File: src/rpr_pkg.sv
// Shared constants and stage-to-stage flag types for the rectangle pair relation unit.
`timescale 1ns / 1ps

package rpr_pkg;

  // Default coordinate width: signed Q11.4.
  localparam int COORD_BITS_DEF = 16;

  // Bit of the direction code that picks the axis: set selects x, clear selects y.
  localparam int DIR_AXIS_BIT = 0;

  // Flags leaving the first stage.
  typedef struct packed {
    logic overlaps;
    logic contained;
    logic strict;
    logic x_sel;
  } rpr_flags1_t;

  // Flags leaving the second stage.
  typedef struct packed {
    logic overlaps;
    logic contained;
    logic area_en;
  } rpr_flags2_t;

endpackage

File: src/rpr_bound.sv
// First stage: corner comparisons, overlap bounds, union, gaps and relation flags.
`timescale 1ns / 1ps

module rpr_bound
  import rpr_pkg::*;
#(
  parameter int COORD_BITS = COORD_BITS_DEF
) (
  input  logic                         clk,
  input  logic                         load,
  input  logic signed [COORD_BITS-1:0] nxl,
  input  logic signed [COORD_BITS-1:0] nyl,
  input  logic signed [COORD_BITS-1:0] nxh,
  input  logic signed [COORD_BITS-1:0] nyh,
  input  logic signed [COORD_BITS-1:0] qxl,
  input  logic signed [COORD_BITS-1:0] qyl,
  input  logic signed [COORD_BITS-1:0] qxh,
  input  logic signed [COORD_BITS-1:0] qyh,
  input  logic [1:0]                   dir,
  output logic signed [COORD_BITS-1:0] lo_x,
  output logic signed [COORD_BITS-1:0] hi_x,
  output logic signed [COORD_BITS-1:0] lo_y,
  output logic signed [COORD_BITS-1:0] hi_y,
  output logic signed [COORD_BITS-1:0] ux_lo,
  output logic signed [COORD_BITS-1:0] uy_lo,
  output logic signed [COORD_BITS-1:0] ux_hi,
  output logic signed [COORD_BITS-1:0] uy_hi,
  output logic [COORD_BITS-1:0]        dx,
  output logic [COORD_BITS-1:0]        dy,
  output rpr_flags1_t                  flags
);

  logic [COORD_BITS:0] dx_a, dx_b, dy_a, dy_b;
  logic [COORD_BITS-1:0] dx_next, dy_next;
  rpr_flags1_t flags_next;

  // Differences are taken one bit wider; a chosen gap is always positive and fits.
  assign dx_a = {nxl[COORD_BITS-1], nxl} - {qxh[COORD_BITS-1], qxh};
  assign dx_b = {qxl[COORD_BITS-1], qxl} - {nxh[COORD_BITS-1], nxh};
  assign dy_a = {qyl[COORD_BITS-1], qyl} - {nyh[COORD_BITS-1], nyh};
  assign dy_b = {nyl[COORD_BITS-1], nyl} - {qyh[COORD_BITS-1], qyh};

  always_comb begin
    if (qxh < nxl) begin
      dx_next = dx_a[COORD_BITS-1:0];
    end else if (nxh < qxl) begin
      dx_next = dx_b[COORD_BITS-1:0];
    end else begin
      dx_next = '0;
    end
    if (nyh < qyl) begin
      dy_next = dy_a[COORD_BITS-1:0];
    end else if (qyh < nyl) begin
      dy_next = dy_b[COORD_BITS-1:0];
    end else begin
      dy_next = '0;
    end
    flags_next.overlaps  = !(nxl > qxh || qxl > nxh) && !(nyl > qyh || qyl > nyh);
    flags_next.contained = (nxl >= qxl) && (nxh <= qxh) && (nyl >= qyl) && (nyh <= qyh);
    flags_next.strict    = !(nxl >= qxh || qxl >= nxh) && !(nyl >= qyh || qyl >= nyh);
    flags_next.x_sel     = dir[DIR_AXIS_BIT];
  end

  always_ff @(posedge clk) begin
    if (load) begin
      lo_x  <= (nxl > qxl) ? nxl : qxl;
      hi_x  <= (nxh < qxh) ? nxh : qxh;
      lo_y  <= (nyl > qyl) ? nyl : qyl;
      hi_y  <= (nyh < qyh) ? nyh : qyh;
      ux_lo <= (nxl < qxl) ? nxl : qxl;
      uy_lo <= (nyl < qyl) ? nyl : qyl;
      ux_hi <= (nxh > qxh) ? nxh : qxh;
      uy_hi <= (nyh > qyh) ? nyh : qyh;
      dx    <= dx_next;
      dy    <= dy_next;
      flags <= flags_next;
    end
  end

endmodule

File: src/rpr_extent.sv
// Second stage: extents, doubled centres, edge overlap, Manhattan gap and squared gaps.
`timescale 1ns / 1ps

module rpr_extent
  import rpr_pkg::*;
#(
  parameter int COORD_BITS = COORD_BITS_DEF
) (
  input  logic                         clk,
  input  logic                         load,
  input  logic signed [COORD_BITS-1:0] lo_x,
  input  logic signed [COORD_BITS-1:0] hi_x,
  input  logic signed [COORD_BITS-1:0] lo_y,
  input  logic signed [COORD_BITS-1:0] hi_y,
  input  logic [COORD_BITS-1:0]        dx,
  input  logic [COORD_BITS-1:0]        dy,
  input  rpr_flags1_t                  flags_in,
  output logic [COORD_BITS-1:0]        ext_x,
  output logic [COORD_BITS-1:0]        ext_y,
  output logic [COORD_BITS:0]          cx,
  output logic [COORD_BITS:0]          cy,
  output logic [COORD_BITS:0]          eo,
  output logic [COORD_BITS:0]          man,
  output logic [2*COORD_BITS-1:0]      dxx,
  output logic [2*COORD_BITS-1:0]      dyy,
  output rpr_flags2_t                  flags
);

  logic [COORD_BITS:0] ex, ey;
  logic                ex_pos, ey_pos;
  rpr_flags2_t         flags_next;

  assign ex = {hi_x[COORD_BITS-1], hi_x} - {lo_x[COORD_BITS-1], lo_x};
  assign ey = {hi_y[COORD_BITS-1], hi_y} - {lo_y[COORD_BITS-1], lo_y};
  assign ex_pos = !ex[COORD_BITS] && (|ex[COORD_BITS-1:0]);
  assign ey_pos = !ey[COORD_BITS] && (|ey[COORD_BITS-1:0]);

  always_comb begin
    flags_next.overlaps  = flags_in.overlaps;
    flags_next.contained = flags_in.contained;
    flags_next.area_en   = flags_in.strict && ex_pos && ey_pos;
  end

  always_ff @(posedge clk) begin
    if (load) begin
      ext_x <= ex[COORD_BITS-1:0];
      ext_y <= ey[COORD_BITS-1:0];
      cx    <= {lo_x[COORD_BITS-1], lo_x} + {hi_x[COORD_BITS-1], hi_x};
      cy    <= {lo_y[COORD_BITS-1], lo_y} + {hi_y[COORD_BITS-1], hi_y};
      eo    <= flags_in.x_sel ? ex : ey;
      man   <= {1'b0, dx} + {1'b0, dy};
      dxx   <= {{COORD_BITS{1'b0}}, dx} * {{COORD_BITS{1'b0}}, dx};
      dyy   <= {{COORD_BITS{1'b0}}, dy} * {{COORD_BITS{1'b0}}, dy};
      flags <= flags_next;
    end
  end

endmodule

File: src/rpr_finish.sv
// Third stage: overlap area product and squared Euclidean gap sum.
`timescale 1ns / 1ps

module rpr_finish
  import rpr_pkg::*;
#(
  parameter int COORD_BITS = COORD_BITS_DEF
) (
  input  logic                      clk,
  input  logic                      load,
  input  logic [COORD_BITS-1:0]     ext_x,
  input  logic [COORD_BITS-1:0]     ext_y,
  input  logic [2*COORD_BITS-1:0]   dxx,
  input  logic [2*COORD_BITS-1:0]   dyy,
  input  logic                      area_en,
  output logic [2*COORD_BITS-1:0]   area,
  output logic [2*COORD_BITS:0]     sq
);

  localparam int SQ_W = 2 * COORD_BITS + 1;

  logic [2*COORD_BITS-1:0] prod;
  logic [SQ_W-1:0]         sum;
  logic [SQ_W-1:0]         sq_next;

  assign prod = {{COORD_BITS{1'b0}}, ext_x} * {{COORD_BITS{1'b0}}, ext_y};
  assign sum  = {1'b0, dxx} + {1'b0, dyy};

  // The sum is kept modulo 2^64, so any bit from 64 upwards reads as zero.
  always_comb begin
    for (int i = 0; i < SQ_W; i++) begin
      sq_next[i] = (i < 64) ? sum[i] : 1'b0;
    end
  end

  always_ff @(posedge clk) begin
    if (load) begin
      area <= area_en ? prod : '0;
      sq   <= sq_next;
    end
  end

endmodule

File: src/rect_pair_relation_unit.sv
// Top level of the rectangle pair relation unit: three-stage pipeline and its flow control.
// The unit compares a node rectangle with a query rectangle and returns overlap and
// containment flags, the strict overlap area, the minimum squared Euclidean and Manhattan
// gaps, the doubled overlap centre, the bounding union and the overlap along the axis that
// edge_dir picks. It keeps no state between words. It takes one word per cycle unless
// in_stall is high. Each word passes through three register stages, the first of which
// loads at the edge that accepts the input: the first for the corner comparisons, the
// second for the extents and the squared gaps, the third for the area product and the
// gap sum. Each stage holds its word while the one after it is full and stalled, so a
// stall on the output fills the pipeline before in_stall rises, and no word is lost or
// repeated.
`timescale 1ns / 1ps

module rect_pair_relation_unit
  import rpr_pkg::*;
#(
  parameter int COORD_BITS = COORD_BITS_DEF
) (
  input  logic                         clk,
  input  logic                         rst,
  input  logic                         in_valid,
  output logic                         in_stall,
  input  logic signed [COORD_BITS-1:0] node_x_low,
  input  logic signed [COORD_BITS-1:0] node_y_low,
  input  logic signed [COORD_BITS-1:0] node_x_high,
  input  logic signed [COORD_BITS-1:0] node_y_high,
  input  logic signed [COORD_BITS-1:0] query_x_low,
  input  logic signed [COORD_BITS-1:0] query_y_low,
  input  logic signed [COORD_BITS-1:0] query_x_high,
  input  logic signed [COORD_BITS-1:0] query_y_high,
  input  logic [1:0]                   edge_dir,
  output logic                         out_valid,
  input  logic                         out_stall,
  output logic                         overlaps_flag,
  output logic                         inside_flag,
  output logic [2*COORD_BITS-1:0]      overlap_area,
  output logic [2*COORD_BITS:0]        min_sq_dist,
  output logic [COORD_BITS:0]          min_manhattan_dist,
  output logic signed [COORD_BITS:0]   center_x_doubled,
  output logic signed [COORD_BITS:0]   center_y_doubled,
  output logic signed [COORD_BITS-1:0] union_x_low,
  output logic signed [COORD_BITS-1:0] union_y_low,
  output logic signed [COORD_BITS-1:0] union_x_high,
  output logic signed [COORD_BITS-1:0] union_y_high,
  output logic signed [COORD_BITS:0]   edge_overlap
);

  // Stage valid bits and the per-stage load conditions.
  logic v1, v2, v3;
  logic v1_next, v2_next, v3_next;
  logic load1, load2, load3;

  // Stage 1 outputs.
  logic signed [COORD_BITS-1:0] lo_x, hi_x, lo_y, hi_y;
  logic signed [COORD_BITS-1:0] s1_ux_lo, s1_uy_lo, s1_ux_hi, s1_uy_hi;
  logic [COORD_BITS-1:0]        dx, dy;
  rpr_flags1_t                  flags1;

  // Stage 2 outputs.
  logic [COORD_BITS-1:0]        ext_x, ext_y;
  logic [COORD_BITS:0]          s2_cx, s2_cy, s2_eo, s2_man;
  logic [2*COORD_BITS-1:0]      dxx, dyy;
  logic signed [COORD_BITS-1:0] s2_ux_lo, s2_uy_lo, s2_ux_hi, s2_uy_hi;
  rpr_flags2_t                  flags2;

  // A stage loads when it is empty or when the stage after it is loading as well.
  assign load3 = !v3 || !out_stall;
  assign load2 = !v2 || load3;
  assign load1 = !v1 || load2;

  assign in_stall  = !load1;
  assign out_valid = v3;

  assign v1_next = load1 ? in_valid : v1;
  assign v2_next = load2 ? v1 : v2;
  assign v3_next = load3 ? v2 : v3;

  always_ff @(posedge clk) begin
    if (rst) begin
      v1 <= 1'b0;
      v2 <= 1'b0;
      v3 <= 1'b0;
    end else begin
      v1 <= v1_next;
      v2 <= v2_next;
      v3 <= v3_next;
    end
  end

  rpr_bound #(
    .COORD_BITS(COORD_BITS)
  ) u_bound (
    .clk   (clk),
    .load  (load1 && in_valid),
    .nxl   (node_x_low),
    .nyl   (node_y_low),
    .nxh   (node_x_high),
    .nyh   (node_y_high),
    .qxl   (query_x_low),
    .qyl   (query_y_low),
    .qxh   (query_x_high),
    .qyh   (query_y_high),
    .dir   (edge_dir),
    .lo_x  (lo_x),
    .hi_x  (hi_x),
    .lo_y  (lo_y),
    .hi_y  (hi_y),
    .ux_lo (s1_ux_lo),
    .uy_lo (s1_uy_lo),
    .ux_hi (s1_ux_hi),
    .uy_hi (s1_uy_hi),
    .dx    (dx),
    .dy    (dy),
    .flags (flags1)
  );

  rpr_extent #(
    .COORD_BITS(COORD_BITS)
  ) u_extent (
    .clk      (clk),
    .load     (load2 && v1),
    .lo_x     (lo_x),
    .hi_x     (hi_x),
    .lo_y     (lo_y),
    .hi_y     (hi_y),
    .dx       (dx),
    .dy       (dy),
    .flags_in (flags1),
    .ext_x    (ext_x),
    .ext_y    (ext_y),
    .cx       (s2_cx),
    .cy       (s2_cy),
    .eo       (s2_eo),
    .man      (s2_man),
    .dxx      (dxx),
    .dyy      (dyy),
    .flags    (flags2)
  );

  // The union corners need no arithmetic after the first stage and simply travel along.
  always_ff @(posedge clk) begin
    if (load2 && v1) begin
      s2_ux_lo <= s1_ux_lo;
      s2_uy_lo <= s1_uy_lo;
      s2_ux_hi <= s1_ux_hi;
      s2_uy_hi <= s1_uy_hi;
    end
  end

  rpr_finish #(
    .COORD_BITS(COORD_BITS)
  ) u_finish (
    .clk     (clk),
    .load    (load3 && v2),
    .ext_x   (ext_x),
    .ext_y   (ext_y),
    .dxx     (dxx),
    .dyy     (dyy),
    .area_en (flags2.area_en),
    .area    (overlap_area),
    .sq      (min_sq_dist)
  );

  // Output register for the fields that are already final after the second stage.
  always_ff @(posedge clk) begin
    if (load3 && v2) begin
      overlaps_flag      <= flags2.overlaps;
      inside_flag        <= flags2.contained;
      min_manhattan_dist <= s2_man;
      center_x_doubled   <= s2_cx;
      center_y_doubled   <= s2_cy;
      edge_overlap       <= s2_eo;
      union_x_low        <= s2_ux_lo;
      union_y_low        <= s2_uy_lo;
      union_x_high       <= s2_ux_hi;
      union_y_high       <= s2_uy_hi;
    end
  end

  // A free output side means the whole pipeline can move, so the input cannot be stalled.
  a_no_stall_when_drained : assert property (
    @(posedge clk) disable iff (rst) !out_stall |-> !in_stall
  ) else $error("input stalled although the output side is free");

  // A strict overlap area only arises where the rectangles also overlap inclusively.
  a_area_implies_overlap : assert property (
    @(posedge clk) disable iff (rst) (out_valid && overlap_area != '0) |-> overlaps_flag
  ) else $error("nonzero overlap area without overlap flag");

  // Overlapping rectangles have no gap on either axis.
  a_overlap_no_gap : assert property (
    @(posedge clk) disable iff (rst)
      (out_valid && overlaps_flag) |-> (min_manhattan_dist == '0 && min_sq_dist == '0)
  ) else $error("overlapping rectangles report a gap");

  // Both gap measures vanish together.
  a_gaps_agree : assert property (
    @(posedge clk) disable iff (rst)
      out_valid |-> ((min_manhattan_dist == '0) == (min_sq_dist == '0))
  ) else $error("Manhattan and squared gaps disagree on zero");

endmodule
File: config.mk
export PLATFORM = sky130hd
export DESIGN_NAME = rect_pair_relation_unit
export DESIGN_NICKNAME = d
export VERILOG_FILES = /design/src/rpr_pkg.sv /design/src/rpr_bound.sv /design/src/rpr_extent.sv /design/src/rpr_finish.sv /design/src/rect_pair_relation_unit.sv
export SDC_FILE = /design/constraint.sdc
export NUM_CORES = 2
export LEC_CHECK = 0
export ABC_AREA = 1
export BUFFER_PORTS_ARGS = -buffer_cell sky130_fd_sc_hd__buf_4
export CAP_MARGIN = 20
export CORE_ASPECT_RATIO = 0.5
export CORE_MARGIN = 2
export CORE_UTILIZATION = 55
export DETAILED_ROUTE_END_ITERATION = 8
export GPL_ROUTABILITY_DRIVEN = 0
export PLACE_DENSITY = 0.73
export SYNTH_ARGS = -nofsm -noshare
export SYNTH_HDL_FRONTEND = slang
export SYNTH_SLANG_ARGS = --single-unit
File: constraint.sdc
create_clock -name clk -period 12.8 [get_ports clk]
set_clock_uncertainty 0.05 [all_clocks]
set_input_delay 1.28 -clock clk [delete_from_list [all_inputs] [get_ports clk]]
set_output_delay 1.28 -clock clk [all_outputs]
set_load 0.005 [all_outputs]
==> impl_metrics.json <==
{
  "status": "finished, violations left",
  "violations": "design-rule violations",
  "use_met3": 0.05999,
  "grt_max_degree": 157,
  "period_minus_slack_ns": 6.434,
  "vias": 42787,
  "required_ns": 13.14,
  "htree_levels": 2,
  "cts_root_buf": "clkbuf_16",
  "syn-num-nets": 7327,
  "syn-mean-instance-area_um2": 8.930,
  "antenna_found_initial": 10,
  "cpPeakStageDelay_ns": 0.82,
  "arrival_ns": 6.77,
  "grt-busiest-layer": "met2",
  "core_um2": 98210,
  "finalSetupViolations": 0,
  "dpl.hpwl_um": 115500,
  "regArea_um2": 17780,
  "drv_cap": 0,
  "worst_pin_slew_ns": 1.200,
  "cts_resized": 0,
  "chipHeight_um": 227.1,
  "clockBufferDepth": 3,
  "crit_fanout": 17,
  "first_global_vias": 42635,
  "pin_count": 335,
  "drive_gt1_frac": 0.07396,
  "path_delay_family": "adder cells",
  "initial_utilization": 0.5573,
  "yosys_warnings": 0,
  "crit_chain": "nand2_1 > inv_1 > fa_1 > inv_1 > fa_1 > inv_1 > fa_1 > inv_1 > fa_1 > inv_1 > fa_1 > inv_1 > fa_1 > inv_1 > ha_1 > a21oi_1 > inv_1 > a31oi_1 > o21ai_0 > a21oi_1 > nand2_1 > xor2_1",
  "multi_input_area_um2": 31050,
  "die_x_um": 450.1,
  "clock-sinks": 593,
  "met1_usage": 0.4032,
  "post_cts_buffers": 0,
  "via_per_inst": 5.537,
  "grt_pass1_wl_um": 227800,
  "final_nets": 7550,
  "ant_nets": 0,
  "cp-end-kind": "flop",
  "cts_hold_buf": 0,
  "yosysUniqueCellTypes": 49,
  "yosysSeqAreaShare": 0.3248,
  "tritoncts": "yes",
  "io_buffers": 333,
  "grt.total_usage": 0.2834,
  "flow.area_growth_from_synthesis_pct": 10.04,
  "yosys.area.top_type_share": 0.3237,
  "ys.flop_type": "edfxtp_1",
  "crit_path_frequent_cell": "inv_1",
  "synth.largest_area_cell": "edfxtp_1",
  "maxSlewViolCount": 0,
  "synth_edf_count": 590,
  "cts.clk_slew.worst_paths_ns": 0.09,
  "hold_path.class": "flop to flop",
  "critical_path_class": "flop to flop",
  "clk_latency_ns": 0.69,
  "crit_slowest_cell": "edfxtp_1",
  "drt_wl_total_um": 144400,
  "path_buf_inv": 8,
  "synth_area_um2": 54730,
  "synth_cells": 6129,
  "post-route-period-util": 0.5026,
  "synthArstFlopShare": 0,
  "tns_ns": 0,
  "n_fill_cell": 8139,
  "numCtsBuffers": 55,
  "met2_usage": 0.4378,
  "ys_ff_latch": 593,
  "slew_headroom": 0.1998,
  "finalHoldViolations": 0,
  "wire_per_inst_um": 18.68,
  "synth.area.top_cells": "edfxtp_1 (32%), fa_1 (19%), ha_1 (12%)",
  "drtIter0Drc": 4561,
  "drt_pass1_iterations": 9,
  "cp-start-kind": "flop",
  "rsz0062_at_grt": "no",
  "drc_errors": 3,
  "reg2reg_slack_ns": 6.37,
  "overflow": 0,
  "dieArea_um2": 102200,
  "fmax_mhz": 155.4,
  "std_cell_rows": 81
}
synth_stat cells (10+ instances only):
library cell,number
a21o_1,26
nand4_1,46
o21bai_1,41
o21ai_0,256
buf_2,21
nor3_1,53
a21oi_1,316
nor2_1,292
clkbuf_1,154
nand3_1,194
ha_1,537
xor2_1,145
o21ai_1,12
edfxtp_1,590
xnor2_1,46
o21a_1,15
a31oi_1,40
fa_1,527
nand3b_1,10
inv_1,1379
nand2_1,1344
cell usage in the layout (no fill, tap or decap), types with 8 or more instances in the layout:
cell / netlist / routed
inv_1: 1379 / 1378
nand2_1: 1344 / 1344
edfxtp_1: 590 / 590
ha_1: 537 / 537
fa_1: 527 / 527
buf_4: 1 / 342
a21oi_1: 316 / 315
nor2_1: 292 / 291
o21ai_0: 256 / 256
nand3_1: 194 / 194
xor2_1: 145 / 145
clkbuf_16: 0 / 55
nor3_1: 53 / 53
xnor2_1: 46 / 46
nand4_1: 46 / 46
o21bai_1: 41 / 41
a31oi_1: 40 / 40
a21o_1: 26 / 26
o21a_1: 15 / 15
clkinv_2: 1 / 13
o21ai_1: 12 / 12
nand3b_1: 10 / 10
a211oi_1: 9 / 9
nor4_1: 8 / 8
clkinvlp_4: 0 / 8
layer usage:
| layer | vias to the layer above | wire length [um] |
|---|---|---|
| met4 | 10 | 4569 |
| met2 | 2159 | 62850 |
| met1 | 20564 | 61510 |
| li1 | 19734 | - |
| met3 | 320 | 15360 |
| met5 | - | 75 |
cell type report:
type                    instances  share of cell area
diodes                          5           0.0002077
clock buffers                  57             0.02298
clock inverters                43            0.008559
inverters                    1384             0.08640
multi-input cells            3973              0.5156
flip-flops and latches        593              0.2952
well taps                    1328             0.02759
repair buffers                345             0.04346
state kept, by name, indices dropped and copies added, names as in the netlist, 17 cells and up:
register,flops
u_extent.man,17
u_extent.dxx,31
u_extent.cy,17
u_finish.area,32
u_extent.eo,17
center_y_doubled,17
u_extent.cx,17
center_x_doubled,17
min_manhattan_dist,17
edge_overlap,17
u_finish.sq,33
u_extent.dyy,31
worst paths after layout:
kind | start | to | cells after the start
max | u_bound.dx[3]$_DFFE_PP_ | u_extent.dxx[22]$_DFFE_PP_ | 22
min | u_extent.cy[10]$_DFFE_PP_ | center_y_doubled[10]$_DFFE_PP_ | 0
max reg2reg | u_bound.dx[3]$_DFFE_PP_ | u_extent.dxx[22]$_DFFE_PP_ | 22
min reg2reg | u_extent.cy[10]$_DFFE_PP_ | center_y_doubled[10]$_DFFE_PP_ | 0
stage by stage:
step	setup WS, ns	area [um^2]	instances	util	hold slack [ns]
floorplan	1.078	54730	6129	-	0.3503
global placement	6.622	58280	7621	0.5935	0.3522
detailed placement	6.529	58280	7621	0.5935	0.3545
CTS	6.452	60180	7721	0.6128	0.3608
global route	6.059	60210	7723	0.6131	0.3735
finish	6.366	60230	7728	0.6133	0.3572
logic make-up after synthesis:
logic type	count (synthesis)	share of synthesized area
xor gates and xnor gates	191	0.03056
buffers and inverters	1563	0.1082
AOI/OAI and AO/OA	741	0.07427
DFF	593	0.3248
and+or+nand+nor	1977	0.1467
adders and majority gates	1064	0.3155
Power is not shown: default switching activity piles up to over one toggle a cycle in this logic, so the estimate is an artifact.
